**src/design/pixel_fingerprint_dissimilarity_assert.svh**
```systemverilog
// Assertion macros for the pixel fingerprint dissimilarity block.
// Used by pixel_fingerprint_dissimilarity.sv; expects clk and rst_n in scope.
`ifndef PIXEL_FINGERPRINT_DISSIMILARITY_ASSERT_SVH
`define PIXEL_FINGERPRINT_DISSIMILARITY_ASSERT_SVH

// Same-cycle implication, disabled during reset.
`define PFD_ASSERT_NOW(lbl, ante, cons, msg) \
  lbl: assert property (@(posedge clk) disable iff (!rst_n) (ante) |-> (cons)) else $error(msg);

// Next-cycle implication, disabled during reset.
`define PFD_ASSERT_NEXT(lbl, ante, cons, msg) \
  lbl: assert property (@(posedge clk) disable iff (!rst_n) (ante) |=> (cons)) else $error(msg);

`endif

```
**src/design/pfd_pkg.sv**
```systemverilog
// Shared constants, codes and beat types of the fingerprint dissimilarity block.
// No dependencies; imported by every module of the block.
`timescale 1ns / 1ps
`default_nettype none

package pfd_pkg;

  localparam int MAX_FINGERPRINTS = 256;
  localparam int CHANNEL_BITS     = 16;
  localparam int NUM_CH           = 3;
  localparam int FRAC_BITS        = 16;
  localparam int TOL_W            = 17;
  localparam int CFG_IDX_W        = 2;
  localparam int IDX_W  = (MAX_FINGERPRINTS > 1) ? $clog2(MAX_FINGERPRINTS) : 1;
  localparam int CNT_W  = $clog2(MAX_FINGERPRINTS + 1);
  localparam int PROD_W = ((CNT_W + FRAC_BITS) > (CNT_W + TOL_W)) ?
                          (CNT_W + FRAC_BITS) : (CNT_W + TOL_W);

  localparam logic [TOL_W-1:0] TOL_RESET = TOL_W'(62259);

  typedef enum logic [1:0] {
    KIND_CLEAR    = 2'd0,
    KIND_APPEND   = 2'd1,
    KIND_CLASSIFY = 2'd2
  } pfd_kind_t;

  localparam logic [CFG_IDX_W-1:0] REG_LIMIT0 = CFG_IDX_W'(0);
  localparam logic [CFG_IDX_W-1:0] REG_LIMIT1 = CFG_IDX_W'(1);
  localparam logic [CFG_IDX_W-1:0] REG_LIMIT2 = CFG_IDX_W'(2);
  localparam logic [CFG_IDX_W-1:0] REG_TOL    = CFG_IDX_W'(3);

  typedef logic [NUM_CH-1:0][CHANNEL_BITS-1:0] pfd_chans_t;

  // One beat travelling down the cell chain.
  typedef struct packed {
    logic             valid;
    logic             classify;  // in-mask classify
    logic             append;    // accepted append, written at cell idx
    logic             dropped;
    logic [IDX_W-1:0] idx;
    logic [CNT_W-1:0] n;         // entries after this beat
    logic [CNT_W-1:0] mcnt;      // running mismatch count
    pfd_chans_t       ch;
  } pfd_tok_t;

  // Finished result handed from the judge to the output register.
  typedef struct packed {
    logic             valid;
    logic             marked;
    logic [CNT_W-1:0] mcnt;
    logic [CNT_W-1:0] n;
    logic             dropped;
  } pfd_res_t;

endpackage

`default_nettype wire

```
**src/design/pfd_judge.sv**
```systemverilog
// Decision stage: registers entries x tolerance, then compares against mismatches.
// Depends on pfd_pkg.
`timescale 1ns / 1ps
`default_nettype none

module pfd_judge
  import pfd_pkg::*;
(
  input  logic             clk,
  input  logic             rst_n,
  input  logic             adv,
  input  logic [TOL_W-1:0] tol,
  input  pfd_tok_t         tok_in,
  output pfd_res_t         res
);

  logic              valid_r;
  logic              cls_r;
  logic              drop_r;
  logic [CNT_W-1:0]  mcnt_r;
  logic [CNT_W-1:0]  n_r;
  logic [PROD_W-1:0] prod_r;
  logic [PROD_W-1:0] lhs;

  always_ff @(posedge clk) begin
    if (!rst_n) begin
      valid_r <= 1'b0;
    end else if (adv) begin
      valid_r <= tok_in.valid;
    end
  end

  always_ff @(posedge clk) begin
    if (adv) begin
      cls_r  <= tok_in.classify;
      drop_r <= tok_in.dropped;
      mcnt_r <= tok_in.mcnt;
      n_r    <= tok_in.n;
      prod_r <= PROD_W'(tok_in.n) * PROD_W'(tol);
    end
  end

  // count * 2^16 >= entries * tolerance
  assign lhs = PROD_W'({mcnt_r, {FRAC_BITS{1'b0}}});

  always_comb begin
    res.valid   = valid_r;
    res.marked  = cls_r && (lhs >= prod_r);
    res.mcnt    = mcnt_r;
    res.n       = n_r;
    res.dropped = drop_r;
  end

endmodule

`default_nettype wire

```
**config.mk**
```make
export PLATFORM = sky130hd
export DESIGN_NAME = pfd_judge
export DESIGN_NICKNAME = d
export VERILOG_FILES = /design/src/design/pixel_fingerprint_dissimilarity_assert.svh /design/src/design/pfd_pkg.sv /design/src/design/pfd_judge.sv
export SDC_FILE = /design/constraint.sdc
export NUM_CORES = 1
export LEC_CHECK = 0
export BUFFER_PORTS_ARGS = -buffer_cell sky130_fd_sc_hd__buf_2
export CORE_MARGIN = 4
export CORE_UTILIZATION = 35
export DETAILED_ROUTE_END_ITERATION = 7
export HOLD_SLACK_MARGIN = 0.05
export PLACE_DENSITY = 0.56
export SKIP_LAST_GASP = 1
export SYNTH_ARGS = -nofsm -noshare
export SYNTH_HDL_FRONTEND = slang
export SYNTH_SLANG_ARGS = --single-unit
export TNS_END_PERCENT = 50
```
**constraint.sdc**
```tcl
create_clock -name clk -period 5.6 [get_ports clk]
set_input_delay 1.12 -clock clk [delete_from_list [all_inputs] [get_ports clk]]
set_output_delay 1.12 -clock clk [all_outputs]
set_load 0.02 [all_outputs]
```
Yosys cells after proc, flatten, opt, wreduce, memory -nomap -nowiden. Cells that the tools add are included.

Bits in registers: 47. Latch bits: 0. RAM bits: 0. Memory bits (read-only): 0. Output and inout bits: 21. Word-level logic and storage cells: 9. Memories: 0.

$add $sub $neg: 0. $mul: 1. Div/mod/pow operators: 0. $lt $le $gt $ge: 1. Equal/unequal tests: 0. Shift operators: 0. Muxes and demuxes: 0. Bitwise gates (word level): 0. Reduce and logical (&&, ||, !) cells: 1.

Operator list (count): >= comparator 25 x 26 -> 1 bit (1); multiplier 9 x 17 -> 26 bit (1); logical AND 1 bit (1).

Logic depth before layout (Yosys ltp).
Word-level depth: 2. Depth in mapped cells: 20.

Least setup slack after synthesis. Ideal clock, no wire load.

Kind: input -> register. Start: input port tok_in[59] (netlist bit). End: register prod_r[25], data pin. Library setup time: 264 ps. Data arrival time: 5317 ps. Required time: 5336 ps. Path slack: 18 ps. Cell stages on the path: 18. Path through: clkbuf_1 > clkbuf_1 > nand2_1 > fa_1 > inv_1 > fa_1 > fa_1 > inv_1 > fa_1 > inv_1 > ha_1 > a21o_1 > a31o_1 > o21ai_1 > nand2_2 > nor4_4 > o41ai_2 > xnor2_1.

Longest elaborated chain between the ends: 1.

RTL lines: from (decl) (RTL line pfd_judge.sv:13) `input pfd_tok_t tok_in,`; multiplier 9 x 17 -> 26 bit (RTL line pfd_judge.sv:39) `prod_r <= PROD_W'(tok_in.n) * PROD_W'(tol);`; to (signal assigned) (RTL line pfd_judge.sv:39); to (decl) (RTL line pfd_judge.sv:22) `logic [PROD_W-1:0] prod_r;`.

Every way passes these cells. A chain may end at the register's enable or synchronous reset.

Worst setup path after layout.
Start: input port tok_in[64] (netlist bit). End: register prod_r[25], data pin.

Same word-level chain as after synthesis.

==> summary.txt <==
Core Box Area -> 0.0187 mm2
Critical Path Max Stage Delay -> 560 ps
clock buffer depth -> 2
CTS Buf Count -> 5
Syn. warnings -> 0
synthesized cell area -> 0.00664 mm2
Via-to-Cell Ratio -> 4.73
fin nets -> 1017
Synth area leaders -> fa_1, edfxtp_1, ha_1
Starting Density -> 35.5%
CP most frequent cell -> fa_1
Max Cap Violations -> 0
drt first-iter violations -> 153
Final Skew -> 0 ps
WP buf/inv -> 4
Final setup viols -> 0
CTS Root Buffer Type -> clkbuf_16
PD cells -> 482 mW/mm2
mean post-synth cell area -> 9.85 um2
vias in the first global route -> 5217
total gr overflow -> 0
Routed Antenna Nets -> 0
post-synth top area share -> 32.0%
Die H -> 146 um
drt wl/cell -> 13.8 um
Async SR Flop Fraction -> 0%
die width -> 146 um
HPWL after DPL -> 11.6 mm
gpl congestion -> 0.790
Worst Path Arrival -> 5330 ps
fin cells -> 993
post-synthesis cell count -> 674
critical path cell sequence -> buf_2 -> nand2_1 -> fa_1 -> fa_1 -> inv_1 -> fa_1 -> inv_1 -> fa_1 -> inv_1 -> ha_1 -> a21o_1 -> a31o_1 -> o21ai_1 -> nand2_2 -> nor4_4 -> o41ai_2 -> xnor2_1
outcome -> completed
final hold violations -> 0
Clock Latency Late Sink -> 290 ps
Worst Max-Slew Pin Slew -> 622 ps
synth cell count leaders -> inv_1, fa_1, and2_1, nand2_1, ha_1
Port Buf Inserts -> 61
initial antenna violation count -> 0
Yosys reg bits -> 47
Post-CTS Hold Buffers -> 0
Crit-path slowest cell -> fa_1
cell with the most instances after synthesis -> inv_1
f_max -> 0.189 GHz
CTS tree -> done
startpoint class of the critical path -> input port
Final Cycle Share -> 94.5%
Crit. End Element -> register
clock slew at reported path FFs -> 60 ps
Top delay family on crit path -> adder cells
antenna cells -> 0
Post-synth top flop -> edfxtp_1
share of cells above drive strength 1 -> 15.3%
Yosys top cell by area -> fa_1
number of remaining DRC errors -> 0
RSZ-0062 raised after global routing -> no
first-pass GRT wire length -> 25.0 mm
total wire length -> 13.7 mm
Yosys cell types -> 51
Ports -> 119
Worst EP required -> 5640 ps
Worst Path Max Fanout -> 11
H-tree levels -> 2
sequential element share of the synthesized area -> 21.1%
clk sinks -> 47
Global Route Usage Sum -> 14.1%
via count -> 4692
Pleak -> 0.00379 uW
PostCTS Resize Cnt -> 0
max_slew headroom -> 58.5%
Final Slew Violations -> 0
Final min period -> 5290 ps
largest net degree at the start of global routing -> 48
DR pass1 iterations -> 4
fill cell count -> 1864
Power Total -> 3670 uW
hold crit path type -> reg -> reg
Post-Syn Nets -> 933
Crit Path Class -> in -> reg
Die Area -> 0.0212 mm2
Rows -> 50
DP Cell Count -> 985
Post-synth EDFFs -> 46
Max VDD drop -> 0.000242 V
Post-CTS Setup Inserts -> 0
synthesis-to-layout area growth -> 14.7%
==> worst min-delay path, cell delays in order, from the launching register on <==
cell     delay [ps]
dfxtp_1         320
mux2i_1          60
nor2b_1         100
==> stage by stage <==
stage	hold WS, ps	setup TNS (ps)	utilization, %	area [um2]	worst slack [ps]
after floorplan	484	0	-	6640	18.3
after global placement	492	0	39.7	7430	1.35
after detailed placement	513	-11.6	39.7	7430	-8.25
after CTS	529	0	40.7	7620	297
after global routing	565	0	40.7	7620	10.9
final	518	0	40.7	7620	305
==> final timing paths <==
| check | startpoint | end | slack (ps) | cells after the start |
|---|---|---|---|---|
| max reg2reg | valid_r | valid_r | 5010 | 2 |
| max | tok_in[64] | prod_r[25] | 310 | 17 |
| min | valid_r | valid_r | 520 | 2 |
| min reg2reg | valid_r | valid_r | 520 | 2 |
==> where the power goes <==
| part | total, uW | leakage, uW | internal [uW] | switching [uW] |
|---|---|---|---|---|
| logic | 2660 | 0.00325 | 1220 | 1440 |
| registers | 623 | 0.000458 | 598 | 24.4 |
| clock network | 389 | 0.0000911 | 256 | 133 |
| total | 3670 | 0.00379 | 2080 | 1590 |
==> cell families (layout without fill, tap and decap cells) <==
family	Yosys count	count (layout)	synth area share, %
and+or+nand+nor	214	214	17.3
muxes	2	2	0.301
DFF	47	47	21.1
buffers and inverters	168	253	9.68
xor gates and xnor gates	18	18	2.37
AOI/OAI and AO/OA	64	64	6.93
adders and majority gates	161	161	42.3
==> registers in the layout, indices dropped and copies added, names as in the netlist <==
register	count
cls_r	1
drop_r	1
mcnt_r	9
n_r	9
prod_r	26
valid_r	1
==> final cells by class <==
class	count	area [um2]	share of cell area [%]
timing repair buffer	99	591	7.75
clock buffer	6	129	1.69
inverter	146	548	7.19
tap	234	293	3.84
clock inverter	2	60.1	0.788
sequential	47	1400	18.4
multi-input combinational	459	4600	60.3
==> layer usage <==
layer	wire length (um)	GRT usage, %	vias to the layer above
met5	0	0	-
met4	131	2.14	0
met3	465	2.34	13
met2	6900	25.2	77
met1	6210	18.3	2340
li1	-	-	2262
==> cells in the final DEF (no fill, tap or decap), types with 2 or more instances in the layout <==
cell type | synthesis | layout
ha_1 | 55 | 55
inv_1 | 146 | 146
o21a_1 | 3 | 3
mux2i_1 | 2 | 2
buf_2 | 2 | 61
nand3_1 | 6 | 6
xor2_1 | 5 | 5
nor2_1 | 10 | 10
a31oi_1 | 2 | 2
nor2b_1 | 4 | 4
and2_1 | 95 | 95
fa_1 | 106 | 106
buf_4 | 2 | 38
bufinv_16 | 0 | 2
nor3_1 | 6 | 6
nor4_1 | 2 | 2
a21oi_1 | 20 | 20
o21ai_1 | 3 | 3
clkbuf_16 | 0 | 5
xnor2_1 | 13 | 13
nand4_1 | 3 | 3
a311oi_1 | 2 | 2
a221o_1 | 2 | 2
a21o_1 | 10 | 10
o21ai_0 | 6 | 6
edfxtp_1 | 46 | 46
o21bai_1 | 4 | 4
nand2_2 | 2 | 2
nand2_1 | 76 | 76
nand2b_1 | 2 | 2
No activity file was read; power rests on OpenSTA's default activity.
