--- config.mk ---
export PLATFORM = sky130hd
export DESIGN_NAME = pfd_cell
export DESIGN_NICKNAME = d
export VERILOG_FILES = /design/src/design/pixel_fingerprint_dissimilarity_assert.svh /design/src/design/pfd_pkg.sv /design/src/design/pfd_cell.sv
export SDC_FILE = /design/constraint.sdc
export NUM_CORES = 1
export LEC_CHECK = 0
export ABC_AREA = 1
export BUFFER_PORTS_ARGS = -buffer_cell sky130_fd_sc_hd__clkbuf_2
export CAP_MARGIN = 20
export CORE_MARGIN = 3
export CORE_UTILIZATION = 45
export CTS_CLUSTER_DIAMETER = 50
export DETAILED_ROUTE_END_ITERATION = 10
export PLACE_DENSITY = 0.73
export SYNTH_ARGS = -nofsm -noshare
export SYNTH_HDL_FRONTEND = slang
export SYNTH_SLANG_ARGS = --single-unit
--- constraint.sdc ---
create_clock -name clk -period 4.8 [get_ports clk]
set_input_delay 0.48 -clock clk [delete_from_list [all_inputs] [get_ports clk]]
set_output_delay 0.48 -clock clk [all_outputs]
set_load 0.05 [all_outputs]
--- src/design/pixel_fingerprint_dissimilarity_assert.svh ---
// Assertion macros for the pixel fingerprint dissimilarity block.
// Used by pixel_fingerprint_dissimilarity.sv; expects clk and rst_n in scope.
`ifndef PIXEL_FINGERPRINT_DISSIMILARITY_ASSERT_SVH
`define PIXEL_FINGERPRINT_DISSIMILARITY_ASSERT_SVH

// Same-cycle implication, disabled during reset.
`define PFD_ASSERT_NOW(lbl, ante, cons, msg) \
  lbl: assert property (@(posedge clk) disable iff (!rst_n) (ante) |-> (cons)) else $error(msg);

// Next-cycle implication, disabled during reset.
`define PFD_ASSERT_NEXT(lbl, ante, cons, msg) \
  lbl: assert property (@(posedge clk) disable iff (!rst_n) (ante) |=> (cons)) else $error(msg);

`endif

--- src/design/pfd_pkg.sv ---
// Shared constants, codes and beat types of the fingerprint dissimilarity block.
// No dependencies; imported by every module of the block.
`timescale 1ns / 1ps
`default_nettype none

package pfd_pkg;

  localparam int MAX_FINGERPRINTS = 256;
  localparam int CHANNEL_BITS     = 16;
  localparam int NUM_CH           = 3;
  localparam int FRAC_BITS        = 16;
  localparam int TOL_W            = 17;
  localparam int CFG_IDX_W        = 2;
  localparam int IDX_W  = (MAX_FINGERPRINTS > 1) ? $clog2(MAX_FINGERPRINTS) : 1;
  localparam int CNT_W  = $clog2(MAX_FINGERPRINTS + 1);
  localparam int PROD_W = ((CNT_W + FRAC_BITS) > (CNT_W + TOL_W)) ?
                          (CNT_W + FRAC_BITS) : (CNT_W + TOL_W);

  localparam logic [TOL_W-1:0] TOL_RESET = TOL_W'(62259);

  typedef enum logic [1:0] {
    KIND_CLEAR    = 2'd0,
    KIND_APPEND   = 2'd1,
    KIND_CLASSIFY = 2'd2
  } pfd_kind_t;

  localparam logic [CFG_IDX_W-1:0] REG_LIMIT0 = CFG_IDX_W'(0);
  localparam logic [CFG_IDX_W-1:0] REG_LIMIT1 = CFG_IDX_W'(1);
  localparam logic [CFG_IDX_W-1:0] REG_LIMIT2 = CFG_IDX_W'(2);
  localparam logic [CFG_IDX_W-1:0] REG_TOL    = CFG_IDX_W'(3);

  typedef logic [NUM_CH-1:0][CHANNEL_BITS-1:0] pfd_chans_t;

  // One beat travelling down the cell chain.
  typedef struct packed {
    logic             valid;
    logic             classify;  // in-mask classify
    logic             append;    // accepted append, written at cell idx
    logic             dropped;
    logic [IDX_W-1:0] idx;
    logic [CNT_W-1:0] n;         // entries after this beat
    logic [CNT_W-1:0] mcnt;      // running mismatch count
    pfd_chans_t       ch;
  } pfd_tok_t;

  // Finished result handed from the judge to the output register.
  typedef struct packed {
    logic             valid;
    logic             marked;
    logic [CNT_W-1:0] mcnt;
    logic [CNT_W-1:0] n;
    logic             dropped;
  } pfd_res_t;

endpackage

`default_nettype wire

--- src/design/pfd_cell.sv ---
// One chain cell: holds one fingerprint, updates the passing beat's mismatch count.
// Depends on pfd_pkg.
`timescale 1ns / 1ps
`default_nettype none

module pfd_cell
  import pfd_pkg::*;
(
  input  logic             clk,
  input  logic             rst_n,
  input  logic             adv,
  input  logic [IDX_W-1:0] cell_idx,
  input  pfd_chans_t       lim,
  input  pfd_tok_t         tok_in,
  output pfd_tok_t         tok_out
);

  pfd_chans_t fp_r;
  pfd_tok_t   tok_r;
  pfd_tok_t   tok_nxt;
  logic       miss;
  logic       live;

  always_comb begin
    miss = 1'b0;
    for (int c = 0; c < NUM_CH; c++) begin
      if (tok_in.ch[c] > fp_r[c]) begin
        if ((tok_in.ch[c] - fp_r[c]) > lim[c]) miss = 1'b1;
      end else begin
        if ((fp_r[c] - tok_in.ch[c]) > lim[c]) miss = 1'b1;
      end
    end
    // entry is live for this beat only if below the beat's entry count
    live    = ({1'b0, cell_idx} < tok_in.n);
    tok_nxt = tok_in;
    if (tok_in.classify && live && miss) tok_nxt.mcnt = tok_in.mcnt + CNT_W'(1);
  end

  always_ff @(posedge clk) begin
    if (adv && tok_in.valid && tok_in.append && (tok_in.idx == cell_idx)) begin
      fp_r <= tok_in.ch;
    end
  end

  always_ff @(posedge clk) begin
    if (!rst_n) begin
      tok_r.valid <= 1'b0;
    end else if (adv) begin
      tok_r <= tok_nxt;
    end
  end

  assign tok_out = tok_r;

endmodule

`default_nettype wire

# Yosys cells after proc, flatten, opt, wreduce, memory -nomap -nowiden
# Cells that the tools add are included.
# totals
elab_cells	47
ff_bits	126
# op_classes
addsub	7
magnitude_cmp	10
eq_ne	1
mux	10
n_reduce_logical	6
# op_table
cell	count
16-bit greater-than comparator	9
16-bit subtractor	6
9-bit by 1-bit adder with 9-bit output (second input constant)	1
8-bit by 9-bit < comparator with 1-bit output	1
1-bit two-way mux	9
9-bit two-way mux	1
8-bit equality test	1
1-bit logical AND	5
2-bit AND reduction	1

# Depth between registers and ports, before layout
# logic_depth
ltp_word	10
mapped_depth	25
ltp_nobuf	24

# Least setup slack after synthesis
# Ideal clock, no wire load.
# synth_path
path_type	input to register
from	input tok_in[67] in the netlist's numbering
to	register fp_r[0] in the netlist's numbering, enable pin
path_buffers	0
arrival_time_ns	4.194
setup_ns	0.513
setup_slack_ns	0.093
required_time_ns	4.287
stages	4
cell_sequence	xor2_1 a221oi_1 nand3_1 nor3_1
# synth_via
elab_chain_len	2
# synth_lines
item	line	rtl
from (decl)	pfd_cell.sv:14	input pfd_tok_t tok_in,
8-bit equality test	pfd_cell.sv:40	if (adv && tok_in.valid && tok_in.append && (tok_in.idx == cell_idx)) begin
1-bit logical AND	pfd_cell.sv:40	
to (signal assigned)	pfd_cell.sv:41	fp_r <= tok_in.ch;
to (decl)	pfd_cell.sv:18	pfd_chans_t fp_r;
# No other way between the ends.
# A chain may end at the register's enable or synchronous reset.

==> impl_metrics.py <==
metrics = {
    "final_layout": {
        "nNetsFinal": 1931,
        "stdcell_count": 1938,
        "syn_to_final_growth_pct": 16.2,
        "final_core_util": 0.534,
        "drive_above_1_share": 0.185,
        "fill_cells": 2387,
    },
    "route": {
        "routed_via_density": 5.05,
        "post-route-drc-count": 0,
        "vias": 9788,
        "ant_nets": 0,
        "drt-total-wl_mm": 29.3,
        "firstDrtPassIters": 5,
        "drt_iter0_drc": 499,
        "post_drt_wl_per_cell_um": 15.1,
    },
    "critical_path": {
        "cpMaxStageDelayCell": "ha_1",
        "slowest_delay_ps": 460,
        "worstSetupStartpointType": "flop",
        "r2r_slack_ps": 840,
        "cp.required_ps": 4960,
        "cp.arrival_ps": 4120,
        "rr_worst_depth": 22,
        "crit_type": "flop to flop",
        "cp_cell_sequence": "ha_1 -> nand2_1 -> nor2_1 -> inv_1 -> o21ai_0 -> nand2_1 -> o2111ai_1 -> xor2_1 -> ha_1 -> nand2_1 -> nor2_1 -> nand3_1 -> nor2_1 -> nand2_1 -> nand3_1 -> nand2_1 -> nand2_1 -> nand2_1 -> nand3_4 -> nand2_4 -> nand2_1 -> nand2_1",
        "endpoint_kind": "flop",
        "worstReg2RegStart": "fp_r[37]",
        "cp_max_fo": 10,
        "reg2reg_to": "tok_out[48]",
        "critPathMostFrequentCell": "nand2_1",
        "startpoint": "fp_r[37]",
    },
    "grt": {
        "grt_usage": 0.209,
        "grt_remaining_overflow": 0,
        "grt_pass1_vias": 9859,
        "grt_max_degree": 56,
        "grt_pass1_wl_mm": 47.7,
        "antenna_found_initial": 3,
    },
    "sta": {
        "skew_ps": 15.1,
        "setup_viol": 0,
        "fmax_mhz": 253,
        "min_period_ps": 3960,
        "rsz0062_at_grt": "false",
        "tightest_slew_ps": 941,
        "whs_ps": 251,
        "fin_crit_sh": 0.825,
        "slew_headroom": 0.373,
        "setup_tns_ps": 0,
        "hold_violations": 0,
        "drv_slew": 0,
    },
    "floorplanning": {
        "die_y_um": 167,
        "core_sq_um": 25300,
        "initial_core_util": 0.459,
        "rows": 58,
        "io_pins": 215,
        "dieArea_sq_um": 27800,
        "fp.dieW_um": 167,
    },
    "place": {
        "routabilityCongestion": 0.904,
        "io_buffers": 214,
        "hpwl_mm": 24.2,
        "post-place-cells": 1905,
    },
    "status": {
        "outcome": "finished, final reports clean",
    },
    "worst_hold_path": {
        "min_to": "tok_out[74]",
        "min_path_cells": 1,
        "hold_class": "input port to flop",
        "min-delay-start": "tok_in[74]",
    },
    "cts": {
        "ctsHoldBuffers": 0,
        "insertion_delay_ps": 410,
        "cts_tree": "built",
        "post_cts_buffers": 0,
        "clkTransAtPathRegs_ps": 60,
        "htree_levels": 4,
        "cts_made_buffers": 17,
        "numClockSinks": 126,
        "root_buffer": "clkbuf_16",
        "cts.path.max_buffers": 2,
        "post_cts_resized": 0,
    },
    "power": {
        "vdd_drop_max_mv": 0.179,
        "power_density_nw_per_um2": 265,
        "p_leak_nw": 7.01,
        "total_power_mw": 3.58,
    },
    "synth": {
        "yosys.area.top_type_share": 0.323,
        "synth_largest_area_cell": "edfxtp_1",
        "synthDistinctLibCells": 47,
        "synth_seq_cells": 126,
        "synth_edf_count": 125,
        "yosysMostFrequentCell": "inv_1",
        "ys.flop_type": "edfxtp_1",
        "synthTopCellsByArea": "edfxtp_1 (32%), ha_1 (21%), inv_1 (8.4%), nand2_1 (8.1%), a21oi_1 (5.9%)",
        "syn_area_sq_um": 11600,
        "syn_inst": 1391,
        "avgSynthCellArea_sq_um": 8.36,
        "ys.warnings.count": 0,
        "ys_top_cells_by_count": "inv_1 (260), nand2_1 (250), ha_1 (194)",
        "syn_nets": 1728,
        "async_flop_share": 0,
        "yosysSeqAreaShare": 0.324,
    },
    "run": {
        "maxCapViolCount": 0,
    },
}
==> final cells by class <==
type / count / area [sq um] / area share
timing repair buffer: 216 / 1090 / 0.0804
tap: 330 / 413 / 0.0306
multi-input combinational: 965 / 6650 / 0.492
antenna: 1 / 2.50 / 0.000185
inverter: 268 / 1010 / 0.0745
clock buffer: 20 / 437 / 0.0323
clock inverter: 12 / 148 / 0.0109
sequential: 126 / 3770 / 0.279
==> cell families (layout without fill, tap and decap cells) <==
| family | count (synthesis) | in the layout | synth area share |
|---|---|---|---|
| AND/OR/NAND/NOR | 431 | 431 | 0.163 |
| buffers and inverters | 300 | 516 | 0.105 |
| AO/OA/AOI/OAI | 240 | 240 | 0.118 |
| adder cells (fa/ha/maj) | 200 | 200 | 0.219 |
| flip-flops | 126 | 126 | 0.324 |
| XOR/XNOR | 94 | 94 | 0.0708 |
| other | 0 | 1 | 0 |
==> worst max path at each step <==
| stage | endpoint | slack, ps | depth (start not counted) |
|---|---|---|---|
| floorplan | fp_r[0] | 90 | 4 |
| detailed placement | tok_out[54] | 670 | 24 |
| global placement | tok_out[55] | 770 | 24 |
| CTS | tok_out[51] | 940 | 22 |
| global route | tok_out[51] | 470 | 22 |
| finish | tok_out[48] | 840 | 22 |
==> where the power goes <==
group / switching [mW] / internal (mW) / leakage [nW]
registers: 0.0122 / 1.26 / 1.16
logic: 0.652 / 0.327 / 5.57
clock network: 0.510 / 0.814 / 0.272
==> worst max-delay path: cells and delay by family, from the launching register on <==
| kind | cells | cell delay (ps) |
|---|---|---|
| compound gates | 2 | 570 |
| xor+xnor | 1 | 120 |
| fa+ha+maj | 2 | 770 |
| buf+inv | 1 | 50 |
| flops | 1 | 380 |
| simple gates | 16 | 1800 |
==> per-stage QoR <==
stage               setup slack, ps  instance area [sq um]
global placement                770                  12900
detailed placement              672                  12900
global route                    467                  13500
finish                          840                  13500
CTS                             944                  13500
floorplan                      92.6                  11600
==> cell usage in the layout (no fill, tap or decap), types with 6 or more instances in the layout <==
cell and count:
nor3_1 11, inv_2 7, o2111ai_1 8, a21o_1 8, nand3_1 50, inv_1 259, ha_1 194, xor2_1 77
xnor2_1 17, clkbuf_16 17, a21oi_1 136, nand2_1 250, edfxtp_1 125, fa_1 6, nor2_1 71, nand4_1 9
a21oi_2 6, nand2_2 21, o21ai_0 42, o21a_1 6, clkbuf_2 214
==> sequential cells by signal, indices dropped and copies added, names as in the netlist <==
| name | count |
|---|---|
| tok_out | 78 |
| fp_r | 48 |
==> layer usage <==
| layer | part of all wire | routed length [um] | track usage |
|---|---|---|---|
| met5 | 0.00085 | 25 | 0 |
| met4 | 0.019 | 561 | 0.0552 |
| met3 | 0.066 | 1940 | 0.0496 |
| met2 | 0.47 | 13800 | 0.360 |
| met1 | 0.44 | 13000 | 0.266 |
(Power assumes the default switching activity.)
